## config.mk

```make
export PLATFORM = sky130hd
export DESIGN_NAME = stars_and_bars_count_mod_prime
export DESIGN_NICKNAME = d
export VERILOG_FILES = /design/src/design/sbc_pkg.sv /design/src/design/stars_and_bars_count_mod_prime.sv /design/src/design/sbc_modmul.sv /design/src/design/sbc_datapath.sv /design/src/design/sbc_ctrl.sv
export SDC_FILE = /design/constraint.sdc
export NUM_CORES = 2
export LEC_CHECK = 0
export ABC_AREA = 1
export BUFFER_PORTS_ARGS = -buffer_cell sky130_fd_sc_hd__buf_2
export CAP_MARGIN = 20
export CORE_AREA = 2 2 436 524
export DETAILED_ROUTE_END_ITERATION = 16
export DIE_AREA = 0 0 438 526
export GPL_TIMING_DRIVEN = 0
export PLACE_DENSITY = 0.53
export SETUP_SLACK_MARGIN = 0.5
export SYNTH_ARGS = -nofsm -noshare
export SYNTH_HDL_FRONTEND = slang
export SYNTH_HIERARCHICAL = 1
export SYNTH_SLANG_ARGS = --single-unit
```

## constraint.sdc

```tcl
create_clock -name clk -period 27.4 [get_ports clk]
set_input_delay 4.11 -clock clk [delete_from_list [all_inputs] [get_ports clk]]
set_output_delay 4.11 -clock clk [all_outputs]
set_load 0.01 [all_outputs]
```

## src/design/sbc_pkg.sv

```systemverilog
// sbc_pkg: shared constants, operation codes and control structs for the
// stars-and-bars counter (binomial coefficient mod 1000000007).
// No dependencies.
package sbc_pkg;

  localparam int COUNT_BITS_DEF = 20;
  localparam int VAL_W          = 30;
  localparam int EXP_BITS       = 30;
  localparam int BIT_W          = 5;

  localparam logic [VAL_W-1:0] MODULUS = 30'd1000000007;
  localparam logic [31:0]      MOD_32  = 32'd1000000007;
  localparam logic [31:0]      MOD2_32 = 32'd2000000014;
  // floor(2^60 / p) for the Barrett reduction
  localparam logic [30:0]      BARRETT_MU = 31'd1152921496;
  // Fermat exponent p-2
  localparam logic [EXP_BITS-1:0] EXP_PM2 = 30'd1000000005;

  // multiplier operand selection
  localparam logic [2:0] OP_NONE = 3'd0;
  localparam logic [2:0] OP_RUN  = 3'd1;
  localparam logic [2:0] OP_PROD = 3'd2;
  localparam logic [2:0] OP_ACC  = 3'd3;
  localparam logic [2:0] OP_SQR  = 3'd4;
  localparam logic [2:0] OP_FIN  = 3'd5;

  // multiplier result destination
  localparam logic [2:0] WR_NONE = 3'd0;
  localparam logic [2:0] WR_RUN  = 3'd1;
  localparam logic [2:0] WR_BASE = 3'd2;
  localparam logic [2:0] WR_ACC  = 3'd3;
  localparam logic [2:0] WR_RES  = 3'd4;

  typedef struct packed {
    logic       load_in;
    logic       mul_go;
    logic [2:0] op;
    logic [2:0] wr;
    logic       init_exp;
    logic       next_bit;
    logic       out_load;
  } sbc_cmd_t;

  typedef struct packed {
    logic n_zero;
    logic cnt_done;
    logic exp_bit;
    logic bit_last;
    logic mul_done;
    logic out_free;
  } sbc_sts_t;

endpackage

```

## src/design/stars_and_bars_count_mod_prime.sv

```systemverilog
// stars_and_bars_count_mod_prime: C(n+m-1, n-1) mod 1000000007, one item at a time.
// Each factorial step is one product through the four-stage modular multiplier,
// and the inverse takes 30 squarings plus 15 multiplies. A new item is taken
// only after the previous result has been loaded into the output register.
// Synchronous active-low reset returns the sequencer to idle and clears out_valid.
module stars_and_bars_count_mod_prime import sbc_pkg::*; #(
  parameter int COUNT_BITS = COUNT_BITS_DEF
) (
  input  logic                  clk,
  input  logic                  rst_n,
  input  logic                  in_valid,
  output logic                  in_stall,
  input  logic [COUNT_BITS-1:0] in_bins_req,
  input  logic [COUNT_BITS-1:0] in_items,
  output logic                  out_valid,
  input  logic                  out_stall,
  output logic [VAL_W-1:0]      out_ways
);

  sbc_cmd_t cmd;
  sbc_sts_t sts;

  sbc_ctrl u_ctrl (
    .clk      (clk),
    .rst_n    (rst_n),
    .in_valid (in_valid),
    .in_stall (in_stall),
    .sts      (sts),
    .cmd      (cmd)
  );

  sbc_datapath #(
    .COUNT_BITS (COUNT_BITS)
  ) u_dp (
    .clk         (clk),
    .rst_n       (rst_n),
    .cmd         (cmd),
    .sts         (sts),
    .in_bins_req (in_bins_req),
    .in_items    (in_items),
    .out_valid   (out_valid),
    .out_stall   (out_stall),
    .out_ways    (out_ways)
  );

`ifndef NO_ASSERTIONS
  a_mul_latency: assert property (@(posedge clk) disable iff (!rst_n)
    cmd.mul_go |-> ##4 sts.mul_done)
    else $error("multiplier result not back after four cycles");

  a_mul_single: assert property (@(posedge clk) disable iff (!rst_n)
    cmd.mul_go |=> !cmd.mul_go)
    else $error("multiplies issued back to back");

  a_busy_after_accept: assert property (@(posedge clk) disable iff (!rst_n)
    (in_valid && !in_stall) |=> in_stall)
    else $error("input taken while previous item in flight");

  a_ways_range: assert property (@(posedge clk) disable iff (!rst_n)
    out_valid |-> (out_ways < MODULUS))
    else $error("result not reduced mod p");
`endif

endmodule

```

## src/design/sbc_modmul.sv

```systemverilog
// sbc_modmul: four-stage pipelined multiplier mod 1000000007
// (30x30 product, Barrett quotient, remainder, final correction).
// Depends on sbc_pkg.
module sbc_modmul import sbc_pkg::*; (
  input  logic             clk,
  input  logic             rst_n,
  input  logic             go,
  input  logic [VAL_W-1:0] op_a,
  input  logic [VAL_W-1:0] op_b,
  output logic             done,
  output logic [VAL_W-1:0] res
);

  logic [59:0]      prod_r;
  logic [30:0]      q_r;
  logic [31:0]      plo_r;
  logic [31:0]      rem_r;
  logic [VAL_W-1:0] res_r;
  logic [3:0]       vld_r;

  logic [61:0] qm;
  logic [31:0] qp;
  logic [31:0] rem_m1;
  logic [31:0] rem_m2;
  logic [31:0] rem_fix;

  assign qm      = 62'(prod_r[59:29]) * 62'(BARRETT_MU);
  assign qp      = 32'(q_r) * MOD_32;
  assign rem_m1  = rem_r - MOD_32;
  assign rem_m2  = rem_r - MOD2_32;

  always_comb begin
    priority if (rem_r >= MOD2_32) begin
      rem_fix = rem_m2;
    end else if (rem_r >= MOD_32) begin
      rem_fix = rem_m1;
    end else begin
      rem_fix = rem_r;
    end
  end

  always_ff @(posedge clk) begin
    if (!rst_n) begin
      vld_r <= '0;
    end else begin
      vld_r <= {vld_r[2:0], go};
    end
  end

  always_ff @(posedge clk) begin
    prod_r <= 60'(op_a) * 60'(op_b);
    q_r    <= qm[61:31];
    plo_r  <= prod_r[31:0];
    rem_r  <= plo_r - qp;
    res_r  <= rem_fix[VAL_W-1:0];
  end

  assign done = vld_r[3];
  assign res  = res_r;

endmodule

```

## src/design/sbc_datapath.sv

```systemverilog
// sbc_datapath: operand registers, factor counter, exponent bit pointer,
// output register and the modular multiplier.
// Depends on sbc_pkg and sbc_modmul.
module sbc_datapath import sbc_pkg::*; #(
  parameter int COUNT_BITS = COUNT_BITS_DEF
) (
  input  logic                  clk,
  input  logic                  rst_n,
  input  sbc_cmd_t              cmd,
  output sbc_sts_t              sts,
  input  logic [COUNT_BITS-1:0] in_bins_req,
  input  logic [COUNT_BITS-1:0] in_items,
  output logic                  out_valid,
  input  logic                  out_stall,
  output logic [VAL_W-1:0]      out_ways
);

  localparam int CNT_W = COUNT_BITS + 1;

  logic [COUNT_BITS-1:0] n_r;
  logic [COUNT_BITS-1:0] m_r;
  logic [CNT_W-1:0]      total_r;
  logic [CNT_W-1:0]      cnt_r;
  logic [VAL_W-1:0]      run_r;
  logic [VAL_W-1:0]      fb_r;
  logic [VAL_W-1:0]      fi_r;
  logic [VAL_W-1:0]      base_r;
  logic [VAL_W-1:0]      acc_r;
  logic [VAL_W-1:0]      res_r;
  logic [BIT_W-1:0]      bit_r;
  logic [VAL_W-1:0]      out_ways_r;
  logic                  out_valid_r;

  logic [31:0]      cnt32;
  logic [31:0]      fac32;
  logic [VAL_W-1:0] op_a;
  logic [VAL_W-1:0] op_b;
  logic             mul_done;
  logic [VAL_W-1:0] mul_res;
  logic [CNT_W-1:0] nm1;
  logic [CNT_W-1:0] m_ext;

  assign cnt32 = {{(32-CNT_W){1'b0}}, cnt_r};
  assign fac32 = (cnt32 >= MOD_32) ? (cnt32 - MOD_32) : cnt32;
  assign nm1   = {1'b0, n_r} - CNT_W'(1);
  assign m_ext = {1'b0, m_r};

  always_comb begin
    unique case (cmd.op)
      OP_RUN:  begin op_a = run_r;  op_b = fac32[VAL_W-1:0]; end
      OP_PROD: begin op_a = fb_r;   op_b = fi_r;             end
      OP_ACC:  begin op_a = acc_r;  op_b = base_r;           end
      OP_SQR:  begin op_a = base_r; op_b = base_r;           end
      OP_FIN:  begin op_a = run_r;  op_b = acc_r;            end
      default: begin op_a = '0;     op_b = '0;               end
    endcase
  end

  sbc_modmul u_mul (
    .clk   (clk),
    .rst_n (rst_n),
    .go    (cmd.mul_go),
    .op_a  (op_a),
    .op_b  (op_b),
    .done  (mul_done),
    .res   (mul_res)
  );

  always_ff @(posedge clk) begin
    if (cmd.load_in) begin
      n_r     <= in_bins_req;
      m_r     <= in_items;
      total_r <= {1'b0, in_bins_req} + {1'b0, in_items} - CNT_W'(1);
      cnt_r   <= CNT_W'(1);
      run_r   <= VAL_W'(1);
      fb_r    <= VAL_W'(1);
      fi_r    <= VAL_W'(1);
      res_r   <= (in_items == '0) ? VAL_W'(1) : '0;
    end
    if (cmd.init_exp) begin
      acc_r <= VAL_W'(1);
      bit_r <= '0;
    end
    if (cmd.next_bit) begin
      bit_r <= bit_r + BIT_W'(1);
    end
    unique case (cmd.wr)
      WR_RUN: begin
        run_r <= mul_res;
        cnt_r <= cnt_r + CNT_W'(1);
        if (cnt_r == nm1) begin
          fb_r <= mul_res;
        end
        if (cnt_r == m_ext) begin
          fi_r <= mul_res;
        end
      end
      WR_BASE: base_r <= mul_res;
      WR_ACC:  acc_r  <= mul_res;
      WR_RES:  res_r  <= mul_res;
      default: ;
    endcase
    if (cmd.out_load) begin
      out_ways_r <= res_r;
    end
  end

  always_ff @(posedge clk) begin
    if (!rst_n) begin
      out_valid_r <= 1'b0;
    end else if (cmd.out_load) begin
      out_valid_r <= 1'b1;
    end else if (!out_stall) begin
      out_valid_r <= 1'b0;
    end
  end

  assign sts.n_zero   = (n_r == '0);
  assign sts.cnt_done = (cnt_r > total_r);
  assign sts.exp_bit  = EXP_PM2[bit_r];
  assign sts.bit_last = (bit_r == BIT_W'(EXP_BITS - 1));
  assign sts.mul_done = mul_done;
  assign sts.out_free = !out_valid_r || !out_stall;

  assign out_valid = out_valid_r;
  assign out_ways  = out_ways_r;

endmodule

```

## src/design/sbc_ctrl.sv

```systemverilog
// sbc_ctrl: sequencer for the factorial product, Fermat inversion and
// result hand-off; drives datapath commands from datapath status.
// Depends on sbc_pkg.
module sbc_ctrl import sbc_pkg::*; (
  input  logic     clk,
  input  logic     rst_n,
  input  logic     in_valid,
  output logic     in_stall,
  input  sbc_sts_t sts,
  output sbc_cmd_t cmd
);

  localparam logic [3:0] S_IDLE   = 4'd0;
  localparam logic [3:0] S_CHK    = 4'd1;
  localparam logic [3:0] S_RUN    = 4'd2;
  localparam logic [3:0] S_RUN_W  = 4'd3;
  localparam logic [3:0] S_PROD   = 4'd4;
  localparam logic [3:0] S_PROD_W = 4'd5;
  localparam logic [3:0] S_EXP    = 4'd6;
  localparam logic [3:0] S_ACC_W  = 4'd7;
  localparam logic [3:0] S_SQR    = 4'd8;
  localparam logic [3:0] S_SQR_W  = 4'd9;
  localparam logic [3:0] S_FIN    = 4'd10;
  localparam logic [3:0] S_FIN_W  = 4'd11;
  localparam logic [3:0] S_DLV    = 4'd12;

  logic [3:0] state_r;
  logic [3:0] state_nxt;

  always_comb begin
    cmd       = '0;
    cmd.op    = OP_NONE;
    cmd.wr    = WR_NONE;
    state_nxt = state_r;
    unique case (state_r)
      S_IDLE: begin
        if (in_valid) begin
          cmd.load_in = 1'b1;
          state_nxt   = S_CHK;
        end
      end
      S_CHK: begin
        state_nxt = sts.n_zero ? S_DLV : S_RUN;
      end
      S_RUN: begin
        if (sts.cnt_done) begin
          state_nxt = S_PROD;
        end else begin
          cmd.mul_go = 1'b1;
          cmd.op     = OP_RUN;
          state_nxt  = S_RUN_W;
        end
      end
      S_RUN_W: begin
        if (sts.mul_done) begin
          cmd.wr    = WR_RUN;
          state_nxt = S_RUN;
        end
      end
      S_PROD: begin
        cmd.mul_go = 1'b1;
        cmd.op     = OP_PROD;
        state_nxt  = S_PROD_W;
      end
      S_PROD_W: begin
        if (sts.mul_done) begin
          cmd.wr       = WR_BASE;
          cmd.init_exp = 1'b1;
          state_nxt    = S_EXP;
        end
      end
      S_EXP: begin
        cmd.mul_go = 1'b1;
        if (sts.exp_bit) begin
          cmd.op    = OP_ACC;
          state_nxt = S_ACC_W;
        end else begin
          cmd.op    = OP_SQR;
          state_nxt = S_SQR_W;
        end
      end
      S_ACC_W: begin
        if (sts.mul_done) begin
          cmd.wr    = WR_ACC;
          state_nxt = S_SQR;
        end
      end
      S_SQR: begin
        cmd.mul_go = 1'b1;
        cmd.op     = OP_SQR;
        state_nxt  = S_SQR_W;
      end
      S_SQR_W: begin
        if (sts.mul_done) begin
          cmd.wr       = WR_BASE;
          cmd.next_bit = 1'b1;
          state_nxt    = sts.bit_last ? S_FIN : S_EXP;
        end
      end
      S_FIN: begin
        cmd.mul_go = 1'b1;
        cmd.op     = OP_FIN;
        state_nxt  = S_FIN_W;
      end
      S_FIN_W: begin
        if (sts.mul_done) begin
          cmd.wr    = WR_RES;
          state_nxt = S_DLV;
        end
      end
      S_DLV: begin
        if (sts.out_free) begin
          cmd.out_load = 1'b1;
          state_nxt    = S_IDLE;
        end
      end
      default: begin
        state_nxt = S_IDLE;
      end
    endcase
  end

  always_ff @(posedge clk) begin
    if (!rst_n) begin
      state_r <= S_IDLE;
    end else begin
      state_r <= state_nxt;
    end
  end

  assign in_stall = (state_r != S_IDLE);

endmodule
```

==> results.md <==
* Commonest cells after routing, fill and taps aside: inv_1 (2709), nand2_1 (2145), fa_1 (1261)
* First drt pass iteration count at 6
* Synth cell types at 54
* Non-filler instance count after layout at 12980
* Startpoint Class: flip-flop
* Commonest non-fill, non-tap cell in the layout: inv_1
* Unrepaired setup endpoints after global routing: no
* Share of layout cells above drive strength 1 at 0.03415
* Outcome: complete, no violations
* Post-synthesis cell count at slightly below 10000
* Largest net degree at the start of global routing at between 50 and 60
* Number of global-route vias before repair at approximately 67000
* Final setup fails at 0
* Setup Buffers After CTS at 0
* Syn Nets at between 10000 and 15000
* Worst-Margin Slew at between 1000 and 1500 ps
* Core box area at approximately 230000 sq um
* Final Hold Slack at a little over 300 ps
* Fraction of registers with async set or reset after synthesis at 0
* # DRC at 0
* Top cell by count, worst path: nand2_1
* Placed cells at around 13000
* CP Max Fanout at 10
* CTS tree: yes
* Crit Path Class: reg -> reg
* Nets at about 12000
* Starting Density at 0.3489
* Worst path arrival time at between 10000 and 15000 ps
* Max-slew headroom at 0.1451
* Hold Violations, Final at 0
* Worst clock skew at 47.42 ps
* Num CTS Buffers at a little under 60
* Max Buffers Root-to-Sink at 3
* Max incr delay on CP at 970 ps
* DRT iter0 DRCs at ~4600
* Port bufs at 75
* DRT antenna net count at 0
* Vias per cell at 4.918
* GP Congestion at just under 1
* Die Area at 230400 sq um
* Syn Std Cell Area at between 70000 and 80000 sq um
* CTS sink cnt at 492
* Yosys warns at 6
* GRT Total Usage at 0.2512
* Leak Pwr at between 0.04 and 0.05 uW
* Max-Cap Viols at 0
* Initial antenna violation count at 2
* Dominant synthesized flop cell: dfxtp_1
* Number of flops mapped to enable cells by yosys at 237
* Die H at roughly 530 um
* Setup_tns at 0 ps
* Hold Path Class: reg -> reg
* Max Clk Rate at between 80 and 90 MHz
* Shortest period the worst path allows at 12330 ps
* Mean Syn Cell Area at ~8.0 sq um
* First-pass GRT wire length at 429.5 mm
* CTS Hold Bufs at 0
* Die width at 438 um
* P per Cell Area at roughly 94 nW/um^2
* Wire per inst at 22.19 um
* CP endpoint kind: flip-flop
* Register area share after synthesis at 0.1556
* Area grow syn2layout at 8.591%
* Critical-path top delay cell: clkbuf_1
* Clock-pin slew on the worst setup and hold paths at 70 ps
* CTS Root Buffer Type: clkbuf_16
* CTS resizes at 0
* Max H-tree Level at 2
* Dpl hpwl at 243.2 mm
* Remaining global-route overflow at 0
* Drt total wl at ~290 mm
* Final Cycle Share at 0.4500
* Seq cells post-synth at 492
* DR vias at 63820
* I/O pins at 76
* Critical Path RT at approximately 28000 ps
* Max VDD drop at approximately 300 uV
* Final max-slew violation count at 0
* Rows at about 190
* Clock latency on the worst-skew pair at approximately 700 ps
## cell usage after synthesis, drive strengths merged, types with 4 or more instances
cell	count	area [sq um]
nor2	620	2430
nand4	109	681.9
xnor2	38	332.8
inv	2722	10220
fa	1261	25240
a21o	17	127.6
clkbuf	241	905.9
o211ai	29	217.7
o21bai	34	255.2
nand3b	20	150.1
buf	44	341.6
edfxtp	237	7117
ha	849	10620
and2	4	25.02
a21boi	10	75.07
a22oi	30	225.2
nand2	2153	8097
o2111ai	32	280.3
a31oi	18	112.6
nand3	309	1677
xor2	129	1130
dfxtp	255	5105
o22ai	6	37.54
nor3b	5	37.54
nor4	15	108.9
o21ai	243	1227
or2	8	50.05
a21oi	250	1259
a211oi	6	45.04
o21a	5	37.54
nor3	53	275.3
## metal layers
metal  up-vias  routed length [um]  share of wire  global-route usage
met2      2133              143100           0.50              0.4432
met1     31760              112800           0.39              0.3027
met4         0               16950          0.059              0.1237
met5         -                   0              0                   0
li1      29400                   -              -                   -
met3       528               15040          0.052             0.02672
## registers in the layout, summed over array words and instances, names as in the netlist, 4 cells and up
| signal | cells |
|---|---|
| u_dp/u_mul/res | 30 |
| u_dp/u_mul/prod_r | 60 |
| u_dp/fi_r | 30 |
| u_dp/cnt_r | 21 |
| u_ctrl/state_r | 4 |
| u_dp/base_r | 30 |
| u_dp/n_r | 20 |
| u_dp/u_mul/q_r | 31 |
| u_dp/total_r | 21 |
| u_dp/bit_r | 5 |
| u_dp/out_ways | 30 |
| u_dp/m_r | 20 |
| u_dp/fb_r | 30 |
| u_dp/u_mul/rem_r | 32 |
| u_dp/u_mul/vld_r | 4 |
| u_dp/acc_r | 30 |
| u_dp/u_mul/plo_r | 32 |
| u_dp/run_r | 30 |
| u_dp/res_r | 30 |
## area by class of cell
class,count,area (sq um)
flip-flops and latches,492,12220
inverters,2723,10220
diodes,1,2.502
clock inverters,43,559.3
plain buffers,285,1247
multi-input cells,6265,54890
repair buffers,109,884.6
well taps,2991,3742
fillers,23730,139800
clock buffers,68,1530
## through the flow
| step | util | instance area [sq um] | total power, uW | worst slack, ps |
|---|---|---|---|---|
| floorplan | - | 78550 | 5226 | 18330 |
| global placement | 0.3672 | 82660 | 7131 | 15030 |
| detailed placement | 0.3693 | 83140 | 7180 | 15530 |
| CTS | 0.3786 | 85230 | 8068 | 15380 |
| global route | 0.3789 | 85290 | 8899 | 14690 |
| finish | 0.3789 | 85290 | 8044 | 15070 |
## worst max-delay path, delay by kind of cell, from the launching register on
| kind | cells | cell delay (ps) |
|---|---|---|
| DFF | 1 | 500 |
| AOI/OAI and AO/OA | 4 | 880 |
| xor gates and xnor gates | 1 | 170 |
| buffers and inverters | 11 | 2350 |
| adders and majority gates | 10 | 5080 |
| and+or+nand+nor | 19 | 3180 |
## power breakdown
group / leakage [uW] / switching, uW / internal (uW) / total, uW
Combinational: 0.0419 / 4040 / 1990 / 6030
Clock: 0.00102 / 361 / 486 / 847
Sequential: 0.00438 / 166 / 999 / 1160
Total: 0.0472 / 4570 / 3480 / 8040
## path summary, 6_finish.rpt
path,start,end,cells after the start,slack (ps)
hold / removal,u_dp/u_mul/prod_r[20],u_dp/u_mul/plo_r[20],0,310
setup / recovery,u_dp/cnt_r[2],u_dp/u_mul/prod_r[37],45,15070
hold reg to reg,u_dp/u_mul/prod_r[20],u_dp/u_mul/plo_r[20],0,310
setup reg to reg,u_dp/cnt_r[2],u_dp/u_mul/prod_r[37],45,15070
## cells by family (layout without fill, tap and decap cells)
logic type / Yosys count / count (layout) / share of synthesized area
other cells: 0 / 1 / 0
flops: 492 / 492 / 0.1556
compound gates: 688 / 688 / 0.05054
simple gates: 3300 / 3300 / 0.1726
xor+xnor: 167 / 167 / 0.01862
fa+ha+maj: 2110 / 2110 / 0.4566
buf+inv: 3008 / 3228 / 0.1460
Note: power is estimated with default switching activity, not from simulation.
